--- config.mk ---
export PLATFORM = sky130hd
export DESIGN_NAME = one_shot_timer_table_unit
export DESIGN_NICKNAME = d
export VERILOG_FILES = /design/src/design/ostt_pkg.sv /design/src/design/one_shot_timer_table_unit.sv /design/src/design/ostt_slot_mem.sv
export SDC_FILE = /design/constraint.sdc
export NUM_CORES = 1
export LEC_CHECK = 0
export BUFFER_PORTS_ARGS = -buffer_cell sky130_fd_sc_hd__buf_2
export CAP_MARGIN = 20
export CORE_UTILIZATION = 35
export DETAILED_ROUTE_END_ITERATION = 12
export SYNTH_ARGS = -nofsm -noshare
export SYNTH_HDL_FRONTEND = slang
export SYNTH_SLANG_ARGS = --single-unit
--- constraint.sdc ---
create_clock -name clk_i -period 7 [get_ports clk_i]
set_input_delay 1.4 -clock clk_i [delete_from_list [all_inputs] [get_ports clk_i]]
set_output_delay 1.4 -clock clk_i [all_outputs]
set_load 0.02 [all_outputs]
--- src/design/ostt_pkg.sv ---
// Shared types and constants for the one-shot timer table.
package ostt_pkg;

  localparam int unsigned TicksW      = 32;
  localparam int unsigned OwnerW      = 8;
  localparam int unsigned TimeW       = 32;
  localparam int unsigned IntervalW   = 10;
  localparam int unsigned SlotIdxW    = 4;
  localparam int unsigned ResultLimit = 16;
  localparam int unsigned CntW        = 5;

  localparam logic [IntervalW-1:0] TickIntervalReset = 10'd10;

  typedef enum logic [1:0] {
    FuncTick = 2'd0,
    FuncSet  = 2'd1,
    FuncRead = 2'd2
  } func_e;

  typedef enum logic [2:0] {
    KindExpired  = 3'd0,
    KindNoExpiry = 3'd1,
    KindSetOk    = 3'd2,
    KindSetFull  = 3'd3,
    KindTime     = 3'd4
  } kind_e;

  typedef enum logic [1:0] {
    StIdle,
    StWalk,
    StFinish
  } state_e;

  typedef struct packed {
    kind_e                kind;
    logic [OwnerW-1:0]    thread_id;
    logic [SlotIdxW-1:0]  slot_index;
    logic [TimeW-1:0]     time_value;
    logic                 last;
  } result_t;

  typedef struct packed {
    logic rd_en;
    logic wr_en;
    logic wr_owner;
  } mem_ctrl_t;

endpackage

--- src/design/one_shot_timer_table_unit.sv ---
// Top level of the one-shot timer table: item sequencer, slot walk and result register.
// A tick or set walks the slot memory one slot per cycle while no output stall holds the walk; a tick
// walks every slot, a set stops after the lowest free slot, and a read does not walk at all.
// The walk pace is set by the single read port of the slot memory; an output stall on a second
// expiry holds the walk. Reset clears control state and the per-slot valid bits,
// so every slot is free at once.
module one_shot_timer_table_unit import ostt_pkg::*; #(
  parameter int unsigned SLOTS = 16
) (
  input  logic                 clk_i,
  input  logic                 rst_ni,
  input  logic                 cfg_we_i,
  input  logic [IntervalW-1:0] cfg_wdata_i,      // tick_interval
  input  logic                 s_axis_tvalid_i,
  output logic                 s_axis_tready_o,
  input  logic [39:0]          s_axis_tdata_i,   // timer_ticks[31:0], owner_thread[39:32]
  input  logic [1:0]           s_axis_tuser_i,   // func[1:0]
  output logic                 m_axis_tvalid_o,
  input  logic                 m_axis_tready_i,
  output logic [47:0]          m_axis_tdata_o,   // thread_id[7:0], slot_index[11:8],
                                                 // time_value[43:12], zero fill[47:44]
  output logic [2:0]           m_axis_tuser_o,   // kind[2:0]
  output logic                 m_axis_tlast_o
);

  localparam int unsigned IdxW = (SLOTS > 1) ? $clog2(SLOTS) : 1;
  localparam int unsigned PtrW = $clog2(SLOTS + 1);
  localparam logic [PtrW-1:0] SlotsCount = PtrW'(SLOTS);

  state_e               state_q, state_d;
  logic [1:0]           func_q;
  logic [TicksW-1:0]    ticks_q;
  logic [OwnerW-1:0]    owner_q;
  logic [IntervalW-1:0] interval_q;
  logic [TimeW-1:0]     elapsed_q;
  logic [PtrW-1:0]      rd_ptr_q;
  logic                 s1_valid_q;
  logic [IdxW-1:0]      s1_idx_q;
  logic                 found_q;
  logic [IdxW-1:0]      found_idx_q;
  logic [CntW-1:0]      exp_cnt_q;
  logic                 pend_valid_q;
  logic [IdxW-1:0]      pend_idx_q;
  logic [OwnerW-1:0]    pend_owner_q;
  logic [SLOTS-1:0]     slot_valid_q;
  result_t              out_q;
  logic                 out_valid_q;

  mem_ctrl_t            mem_ctrl;
  logic [TicksW-1:0]    rd_ticks;
  logic [OwnerW-1:0]    rd_owner;
  logic [TicksW-1:0]    wr_ticks;
  logic [TicksW-1:0]    cur_ticks;
  logic                 in_acc;
  logic                 out_free;
  logic                 walk_op;
  logic                 s1_busy;
  logic                 s1_expire;
  logic                 s1_claim;
  logic                 s1_go;
  logic                 adv;
  logic                 issue;
  logic                 walk_done;
  logic                 push_walk;
  logic                 push_fin;
  logic                 fin_has_result;
  result_t              res_walk;
  result_t              res_fin;

  assign in_acc   = s_axis_tvalid_i && s_axis_tready_o;
  assign out_free = !out_valid_q || m_axis_tready_i;
  assign walk_op  = (func_q == FuncTick) || (func_q == FuncSet);

  assign cur_ticks = slot_valid_q[s1_idx_q] ? rd_ticks : '0;
  assign s1_busy   = cur_ticks != '0;
  assign s1_expire = (func_q == FuncTick) && (cur_ticks == TicksW'(1))
                     && (exp_cnt_q < CntW'(ResultLimit));
  assign s1_claim  = (func_q == FuncSet) && !found_q && !s1_busy;
  assign s1_go     = !(s1_expire && pend_valid_q) || out_free;
  assign adv       = !s1_valid_q || s1_go;
  assign issue     = (state_q == StWalk) && walk_op && !found_q
                     && (rd_ptr_q != SlotsCount) && adv;
  assign walk_done = (!walk_op || found_q || (rd_ptr_q == SlotsCount)) && !s1_valid_q;

  assign push_walk      = (state_q == StWalk) && s1_valid_q && s1_expire && pend_valid_q
                          && out_free;
  assign fin_has_result = walk_op || (func_q == FuncRead);
  assign push_fin       = (state_q == StFinish) && fin_has_result && out_free;

  // Next state.
  always_comb begin
    state_d = state_q;
    case (state_q)
      StIdle: begin
        if (in_acc) begin
          state_d = StWalk;
        end
      end
      StWalk: begin
        if (walk_done) begin
          state_d = StFinish;
        end
      end
      StFinish: begin
        if (!fin_has_result || out_free) begin
          state_d = StIdle;
        end
      end
      default: state_d = StIdle;
    endcase
  end

  // Memory control and result formation.
  always_comb begin
    mem_ctrl.rd_en    = issue;
    mem_ctrl.wr_en    = (state_q == StWalk) && s1_valid_q && s1_go
                        && (s1_claim || ((func_q == FuncTick) && s1_busy));
    mem_ctrl.wr_owner = s1_claim;
    wr_ticks          = s1_claim ? ticks_q : cur_ticks - TicksW'(1);

    res_walk            = '0;
    res_walk.kind       = KindExpired;
    res_walk.thread_id  = pend_owner_q;
    res_walk.slot_index = SlotIdxW'(pend_idx_q);

    res_fin      = '0;
    res_fin.last = 1'b1;
    case (func_q)
      FuncTick: begin
        if (pend_valid_q) begin
          res_fin.kind       = KindExpired;
          res_fin.thread_id  = pend_owner_q;
          res_fin.slot_index = SlotIdxW'(pend_idx_q);
        end else begin
          res_fin.kind = KindNoExpiry;
        end
      end
      FuncSet: begin
        if (found_q) begin
          res_fin.kind       = KindSetOk;
          res_fin.slot_index = SlotIdxW'(found_idx_q);
        end else begin
          res_fin.kind = KindSetFull;
        end
      end
      FuncRead: begin
        res_fin.kind       = KindTime;
        res_fin.time_value = elapsed_q;
      end
      default: res_fin.kind = KindNoExpiry;
    endcase
  end

  ostt_slot_mem #(
    .SLOTS (SLOTS),
    .IdxW  (IdxW)
  ) u_slot_mem (
    .clk_i      (clk_i),
    .ctrl_i     (mem_ctrl),
    .rd_addr_i  (rd_ptr_q[IdxW-1:0]),
    .wr_addr_i  (s1_idx_q),
    .wr_ticks_i (wr_ticks),
    .wr_owner_i (owner_q),
    .rd_ticks_o (rd_ticks),
    .rd_owner_o (rd_owner)
  );

  always_ff @(posedge clk_i or negedge rst_ni) begin
    if (!rst_ni) begin
      state_q      <= StIdle;
      interval_q   <= TickIntervalReset;
      elapsed_q    <= '0;
      rd_ptr_q     <= '0;
      s1_valid_q   <= 1'b0;
      found_q      <= 1'b0;
      exp_cnt_q    <= '0;
      pend_valid_q <= 1'b0;
      slot_valid_q <= '0;
      out_valid_q  <= 1'b0;
    end else begin
      state_q <= state_d;
      if (cfg_we_i) begin
        interval_q <= cfg_wdata_i;
      end
      if (in_acc) begin
        rd_ptr_q     <= '0;
        found_q      <= 1'b0;
        exp_cnt_q    <= '0;
        pend_valid_q <= 1'b0;
        if (s_axis_tuser_i == FuncTick) begin
          elapsed_q <= elapsed_q + TimeW'(interval_q);
        end
      end
      if (issue) begin
        rd_ptr_q <= rd_ptr_q + PtrW'(1);
      end
      if ((state_q == StWalk) && adv) begin
        s1_valid_q <= issue;
      end
      if ((state_q == StWalk) && s1_valid_q && s1_go) begin
        if (s1_claim) begin
          found_q                <= 1'b1;
          slot_valid_q[s1_idx_q] <= 1'b1;
        end
        if (s1_expire) begin
          exp_cnt_q    <= exp_cnt_q + CntW'(1);
          pend_valid_q <= 1'b1;
        end
      end
      if (push_walk || push_fin) begin
        out_valid_q <= 1'b1;
      end else if (m_axis_tready_i) begin
        out_valid_q <= 1'b0;
      end
    end
  end

  always_ff @(posedge clk_i) begin
    if (in_acc) begin
      func_q  <= s_axis_tuser_i;
      ticks_q <= (s_axis_tdata_i[31:0] == '0) ? TicksW'(1) : s_axis_tdata_i[31:0];
      owner_q <= s_axis_tdata_i[39:32];
    end
    if (issue) begin
      s1_idx_q <= rd_ptr_q[IdxW-1:0];
    end
    if ((state_q == StWalk) && s1_valid_q && s1_go) begin
      if (s1_claim) begin
        found_idx_q <= s1_idx_q;
      end
      if (s1_expire) begin
        pend_idx_q   <= s1_idx_q;
        pend_owner_q <= rd_owner;
      end
    end
    if (push_walk) begin
      out_q <= res_walk;
    end else if (push_fin) begin
      out_q <= res_fin;
    end
  end

  assign s_axis_tready_o = state_q == StIdle;
  assign m_axis_tvalid_o = out_valid_q;
  assign m_axis_tdata_o  = {4'b0, out_q.time_value, out_q.slot_index, out_q.thread_id};
  assign m_axis_tuser_o  = out_q.kind;
  assign m_axis_tlast_o  = out_q.last;

endmodule

--- src/design/ostt_slot_mem.sv ---
// Slot memories for remaining tick counts and owner ids, with a registered read port.
module ostt_slot_mem import ostt_pkg::*; #(
  parameter int unsigned SLOTS = 16,
  parameter int unsigned IdxW  = 4
) (
  input  logic              clk_i,
  input  mem_ctrl_t         ctrl_i,
  input  logic [IdxW-1:0]   rd_addr_i,
  input  logic [IdxW-1:0]   wr_addr_i,
  input  logic [TicksW-1:0] wr_ticks_i,
  input  logic [OwnerW-1:0] wr_owner_i,
  output logic [TicksW-1:0] rd_ticks_o,
  output logic [OwnerW-1:0] rd_owner_o
);

  logic [TicksW-1:0] ticks_mem [SLOTS];
  logic [OwnerW-1:0] owner_mem [SLOTS];

  always_ff @(posedge clk_i) begin
    if (ctrl_i.wr_en) begin
      ticks_mem[wr_addr_i] <= wr_ticks_i;
    end
    if (ctrl_i.wr_en && ctrl_i.wr_owner) begin
      owner_mem[wr_addr_i] <= wr_owner_i;
    end
  end

  always_ff @(posedge clk_i) begin
    if (ctrl_i.rd_en) begin
      rd_ticks_o <= ticks_mem[rd_addr_i];
      rd_owner_o <= owner_mem[rd_addr_i];
    end
  end

endmodule

==> flow_summary.ini, run 1 <==
[run_status]
status = complete, no violations

[worst_setup_path]
cpMaxStageDelayCell = nor3_1
r2r_setup_slack_ns = 1.72
slowest_delay_ns = 0.91
start_kind = flip-flop
worstSetupStartpoint = u_slot_mem.rd_ticks_o[3]
reg2reg_from = u_slot_mem.rd_ticks_o[3]
path_max_fanout = 28
setup.worst_path.end = u_slot_mem.owner_mem[5][6]
critPathKind = flip-flop to flip-flop
crit_path_end_kind = flip-flop
path_cells = nor4_1, nand4_1, o41ai_4, nand3_2, buf_4, nor3_1
cp.required_ns = 7.29
reg2reg_depth = 6
worstReg2RegEnd = u_slot_mem.owner_mem[5][6]
cp.arrival_ns = 5.57

[logic_synthesis]
syn_avg_cell_area_um2 = 19.4
ys_seq_area_share_pct = 74.4
syn_inst = 1751
synth.top_cell.area_share_pct = 66.8
synth_edf_count = 754
ys.warnings.count = 0
ys_ff_latch = 864
synth_area_leaders = edfxtp_1 67%, mux4_2 14%, dfrtp_1 5.3%, dfxtp_1 2.1%, a22o_1 0.96%
synth_area_um2 = 33900
yosysUniqueCellTypes = 69
yosys.area.top_type = edfxtp_1
synth-main-ff-cell = edfxtp_1
synth_async_sr_flop_share_pct = 8.56

[drt]
route.detailed.drc = 0
vias = 17300
first_pass_iters = 6
drt_iter0_drc = 1634
viasPerCell = 5.35
wl_per_cell_um = 24.2
postRouteWirelength_um = 78400
drt.antenna.violating_nets = 0

[die]
die_h_um = 313
start_util_pct = 35.5
die_area_um2 = 98100
die_w_um = 313
rows = 113
core_um2 = 95400
ios = 111

[cts]
htree_levels = 3
cts_buffers = 89
post_cts_resized = 0
cts_tree = built
worstSkewPairLatency_ns = 0.68
ctsHoldBuffers = 0
clock_sinks = 864
clock-root-buffer = clkbuf_16
path_clk_slew_ns = 0.06
cts_setup_buffers = 0
clockBufferDepth = 3

[timing]
fin_crit_sh_pct = 75.4
fmax_ghz = 0.189
tns_ns = 0
setup_viol = 0
worst_pin_slew_ns = 1.10
maxSlewViolCount = 0
finClkSkew_ns = 0.0569
fin_crit_ns = 5.28
max-slew-margin-rel_pct = 25.9
hold_viol_final = 0
rsz0062_at_grt = false
finalWorstSetupSlack_ns = 1.72

[placement]
place_ws_ns = 1.72
placed_cells = 3046
hpwl_um = 46500
port_buffers = 106
finalWeightedCongestion = 0.788

[min_path]
hold_class = flip-flop to flip-flop

[grt]
grt_max_degree = 75
grt_pass1_wl_um = 116000
gr-total-overflow = 0
antenna_found_initial = 0
first_global_vias = 17500
grt_usage_pct = 16.0

[cells_and_area]
layout_common_cells = 754 x edfxtp_1, 205 x mux4_2, 112 x buf_2
layout-drive-gt1-share_pct = 28.4
syn_to_final_growth_pct = 15.7
final_cells = 3244
final_core_utilization_pct = 41.1
layout_commonest_cell = edfxtp_1
fin_nets = 1977

[power]
report.power.total_mw = 15.4
cellPowerDensity_nw_per_um2 = 393
p_leak_nw = 12.8
irDropWorstVdd_uv = 213

[job]
maxCapViolCount = 0
## state kept, by name (all words and copies together) (netlist names), 10 cells and up
register,cells
elapsed_q,32
u_slot_mem.owner_mem,128
u_slot_mem.rd_ticks_o,32
u_slot_mem.ticks_mem,512
ticks_q,32
interval_q,10
m_axis_tdata_o,44
slot_valid_q,16
## cells by family (layout without fill, tap and decap cells)
logic type | count (synthesis) | in the layout | share of synthesized area [%]
XOR/XNOR | 43 | 43 | 1.11
AO/OA/AOI/OAI | 176 | 176 | 3.62
multiplexers | 219 | 219 | 14.1
other | 1 | 6 | 0.0111
AND/OR/NAND/NOR | 288 | 288 | 4.43
buffers and inverters | 143 | 366 | 1.72
flip-flops | 864 | 864 | 74.4
adder cells (fa/ha/maj) | 17 | 17 | 0.650
## per-stage QoR
step | hold WS, ns | cell area [µm²]
final | 0.415 | 39200
after global routing | 0.425 | 39200
after CTS | 0.418 | 39000
after detailed placement | 0.405 | 36000
after global placement | 0.403 | 35900
after floorplan | 0.400 | 33900
## cells in the mapped netlist, types with 4 or more instances
library cell and count:
buf_1 22, nor3_1 48, nand2_1 59, nand2b_1 4, o21ai_0 29, or4_1 11
xor2_1 29, a31oi_1 15, or2_1 16, a22o_1 37, a21boi_0 7, o21ai_1 12
buf_2 7, mux4_2 205, mux2_2 11, nor2_1 48, nand4_1 10, a211oi_1 4
nand3_1 21, nor4_1 16, inv_1 23, buf_4 4, a21oi_1 29, dfrtp_1 72
a21o_1 6, and3_1 7, nor3b_1 6, or3_1 12, dfxtp_1 36, edfxtp_1 754
nor2b_1 6, xnor2_1 14, ha_1 16, clkbuf_1 82, o31ai_1 7, and2_1 14
## critical path: cells and delay by family (launching register included)
| family | cells | cell delay (ns) |
|---|---|---|
| and+or+nand+nor | 4 | 3.06 |
| buffers and inverters | 1 | 0.49 |
| DFF | 1 | 0.46 |
| AOI/OAI and AO/OA | 1 | 0.87 |
## routing by layer
| metal | up-vias | wire, µm | share of wire (%) | track usage [%] |
|---|---|---|---|---|
| met5 | - | 0 | 0 | 0 |
| li1 | 7419 | - | - | - |
| met2 | 650 | 36900 | 47 | 24.9 |
| met1 | 9159 | 34900 | 45 | 23.0 |
| met4 | 0 | 1630 | 2.1 | 4.50 |
| met3 | 119 | 4930 | 6.3 | 2.92 |
## how the worst min path moves through the flow
stage                                   startpoint              end  slack (ns)  depth (start not counted)
after global placement    u_slot_mem.rd_owner_o[5]  pend_owner_q[5]        0.40                          0
after floorplan           u_slot_mem.rd_owner_o[0]  pend_owner_q[0]        0.40                          0
after detailed placement  u_slot_mem.rd_owner_o[5]  pend_owner_q[5]        0.41                          0
final                     u_slot_mem.rd_owner_o[4]  pend_owner_q[4]        0.42                          0
after CTS                 u_slot_mem.rd_owner_o[5]  pend_owner_q[5]        0.42                          0
after global routing      u_slot_mem.rd_owner_o[4]  pend_owner_q[4]        0.43                          0
## report_power, final
group          internal [mW]  leakage (nW)  switching (mW)  total, mW
logic                   1.24          3.32            2.10       3.34
registers               6.86          7.96           0.425       7.29
clock network           2.77          1.46            2.03       4.80
## cell type report
class	instances	area [µm²]
Antenna cell	2	5.00
Fill cell	8317	56200
Clock inverter	50	598
Inverter	25	93.8
Sequential cell	864	25200
Clock buffer	115	2420
Tap cell	1265	1580
Multi-Input combinational cell	747	8230
Timing Repair Buffer	176	1070
No activity file was read; power rests on OpenSTA's default activity.
==> run 2: changes to the inputs <==
==> constraint.sdc (replaced) <==
create_clock -name clk_i -period 4.2 [get_ports clk_i]
set_input_delay 0.84 -clock clk_i [delete_from_list [all_inputs] [get_ports clk_i]]
set_output_delay 0.84 -clock clk_i [all_outputs]
set_load 0.02 [all_outputs]
==> flow_summary.ini, run 2 (synthesis gave the netlist of run 1 again) <==
[timing]
fin_crit_sh_pct = 90.2
tns_ns = 0
setup_viol = 0
whs_ns = 0.222
finClkSkew_ns = 0.0615
hold_viol_final = 0
fmax_ghz = 0.264
max-slew-margin-rel_pct = 33.4
finalWorstSetupSlack_ns = 0.413
fin_crit_ns = 3.79
worst_pin_slew_ns = 1.00
rsz0062_at_grt = false
maxSlewViolCount = 0

[power]
irDropWorstVdd_uv = 437
p_seq_share_pct = 45.2
p_switching_mw = 7.95
power_frac_comb_pct = 24.5
swShare_pct = 30.1
cellPowerDensity_nw_per_um2 = 663
p_int_mw = 18.4
p_leak_nw = 13.1
clockPowerShare_pct = 30.3

[die]
die_w_um = 313
start_util_pct = 35.5
ios = 111
die_h_um = 313
die_area_um2 = 98100
rows = 113
core_um2 = 95400

[cts]
clockBufferDepth = 3
htree_levels = 3
cts_tree = built
worstSkewPairLatency_ns = 0.67
cts_buffers = 91
path_clk_slew_ns = 0.06
ctsHoldBuffers = 0
clock-root-buffer = clkbuf_16
clock_sinks = 864

[worst_setup_path]
cp.arrival_ns = 4.06
reg2reg_from = s1_idx_q[3]
critPathKind = flip-flop to flip-flop
worstSetupStartpoint = s1_idx_q[3]
crit_path_end_kind = flip-flop
crit_path_frequent_cell = mux4_2
path_max_fanout = 23
slowest_delay_ns = 0.64
cp.required_ns = 4.47
path_cells = mux4_2, mux4_2, nand2_2, inv_1, ha_1, nand2b_1, nor3_1, o21ai_1, o21bai_4, buf_12, nor3_4, buf_4
start_kind = flip-flop
cpMaxStageDelayCell = edfxtp_1

[drt]
drt.antenna.violating_nets = 0
vias = 17400
wl_per_cell_um = 23.8
postRouteWirelength_um = 78100
first_pass_iters = 5
viasPerCell = 5.30
route.detailed.drc = 0
drt_iter0_drc = 1464

[cells_and_area]
multiInputGateArea_um2 = 8350
layout-drive-gt1-share_pct = 30.0
fill_cells = 8323
top_register = u_slot_mem.ticks_mem
seq_area_um2 = 25200
fin_nets = 2019
design_area_um2 = 39800
final_core_utilization_pct = 41.7
layout_commonest_cell = edfxtp_1
layout_common_cells = 754 x edfxtp_1, 205 x mux4_2, 105 x buf_2
largest_reg_flops = 512
syn_to_final_growth_pct = 17.3

[job]
maxCapViolCount = 0

[run_status]
status = complete, no violations

[grt]
grt_pass1_wl_um = 116000
grt_usage_pct = 16.0
first_global_vias = 17900
gr-total-overflow = 0
grt_max_degree = 99
antenna_found_initial = 3

[placement]
port_buffers = 106
place_ws_ns = -0.00847
place_area_um2 = 36700
finalWeightedCongestion = 0.823
hpwl_um = 48700

[min_path]
hold_class = input pin to async pin
[run 2: through the flow]
step,std cells,total power [mW]
2_1_floorplan,1754,16.0
3_3_place_gp,3110,18.3
3_5_place_dp,3110,18.5
4_1_cts,3282,26.6
5_1_grt,3287,27.5
6_report,3288,26.4
[run 2: final timing paths]
kind                       depth (start not counted)                    endpoint  slack, ns
hold reg to reg                                    0             pend_owner_q[5]       0.42
max in group asynchronous                          2               elapsed_q[19]       3.10
setup reg to reg                                  12  u_slot_mem.ticks_mem[1][1]       0.41
min in group clk_i                                 1                  owner_q[0]       0.35
hold / removal                                     1               interval_q[6]       0.22
setup / recovery                                  12  u_slot_mem.ticks_mem[1][1]       0.41
[run 2: worst max-delay path: cells and delay by family, from the launching register on]
| family | cells | cell delay (ns) |
|---|---|---|
| compound gates | 2 | 0.34 |
| buf+inv | 3 | 0.71 |
| flops | 1 | 0.64 |
| fa+ha+maj | 1 | 0.21 |
| mux | 2 | 0.96 |
| simple gates | 4 | 0.52 |
[run 2: final cells by class]
class,count,area share (%)
tap,1265,3.98
sequential,864,63.4
antenna,1,0.00629
multi-input combinational,747,21.0
clock inverter,60,1.61
timing repair buffer,216,3.76
clock buffer,110,5.97
inverter,25,0.236
[run 2: per-layer routing]
metal  vias to the layer above  GRT usage [%]  share of wire, %
met2                       592           25.3                48
li1                       7512              -                 -
met5                         -              0                 0
met4                         0           4.67               2.2
met3                       113           3.30               6.1
met1                      9207           22.3                44
[run 2: repair_timing]
item / 4_1_cts / 5_1_grt
resized for setup: 0 / 1
buffers inserted: 2 / 3
pin swaps: 1 / 0
setup endpoints to repair: 66 / 50
[run 2: power groups by stage]
stage          sequential [mW]  clock, mW  combinational, mW
2_1_floorplan             12.0          0               4.02
3_3_place_gp              12.1          0               6.27
3_5_place_dp              12.1          0               6.43
4_1_cts                   11.9       8.17               6.51
5_1_grt                   12.0       8.47               6.99
6_report                  11.9       7.99               6.46
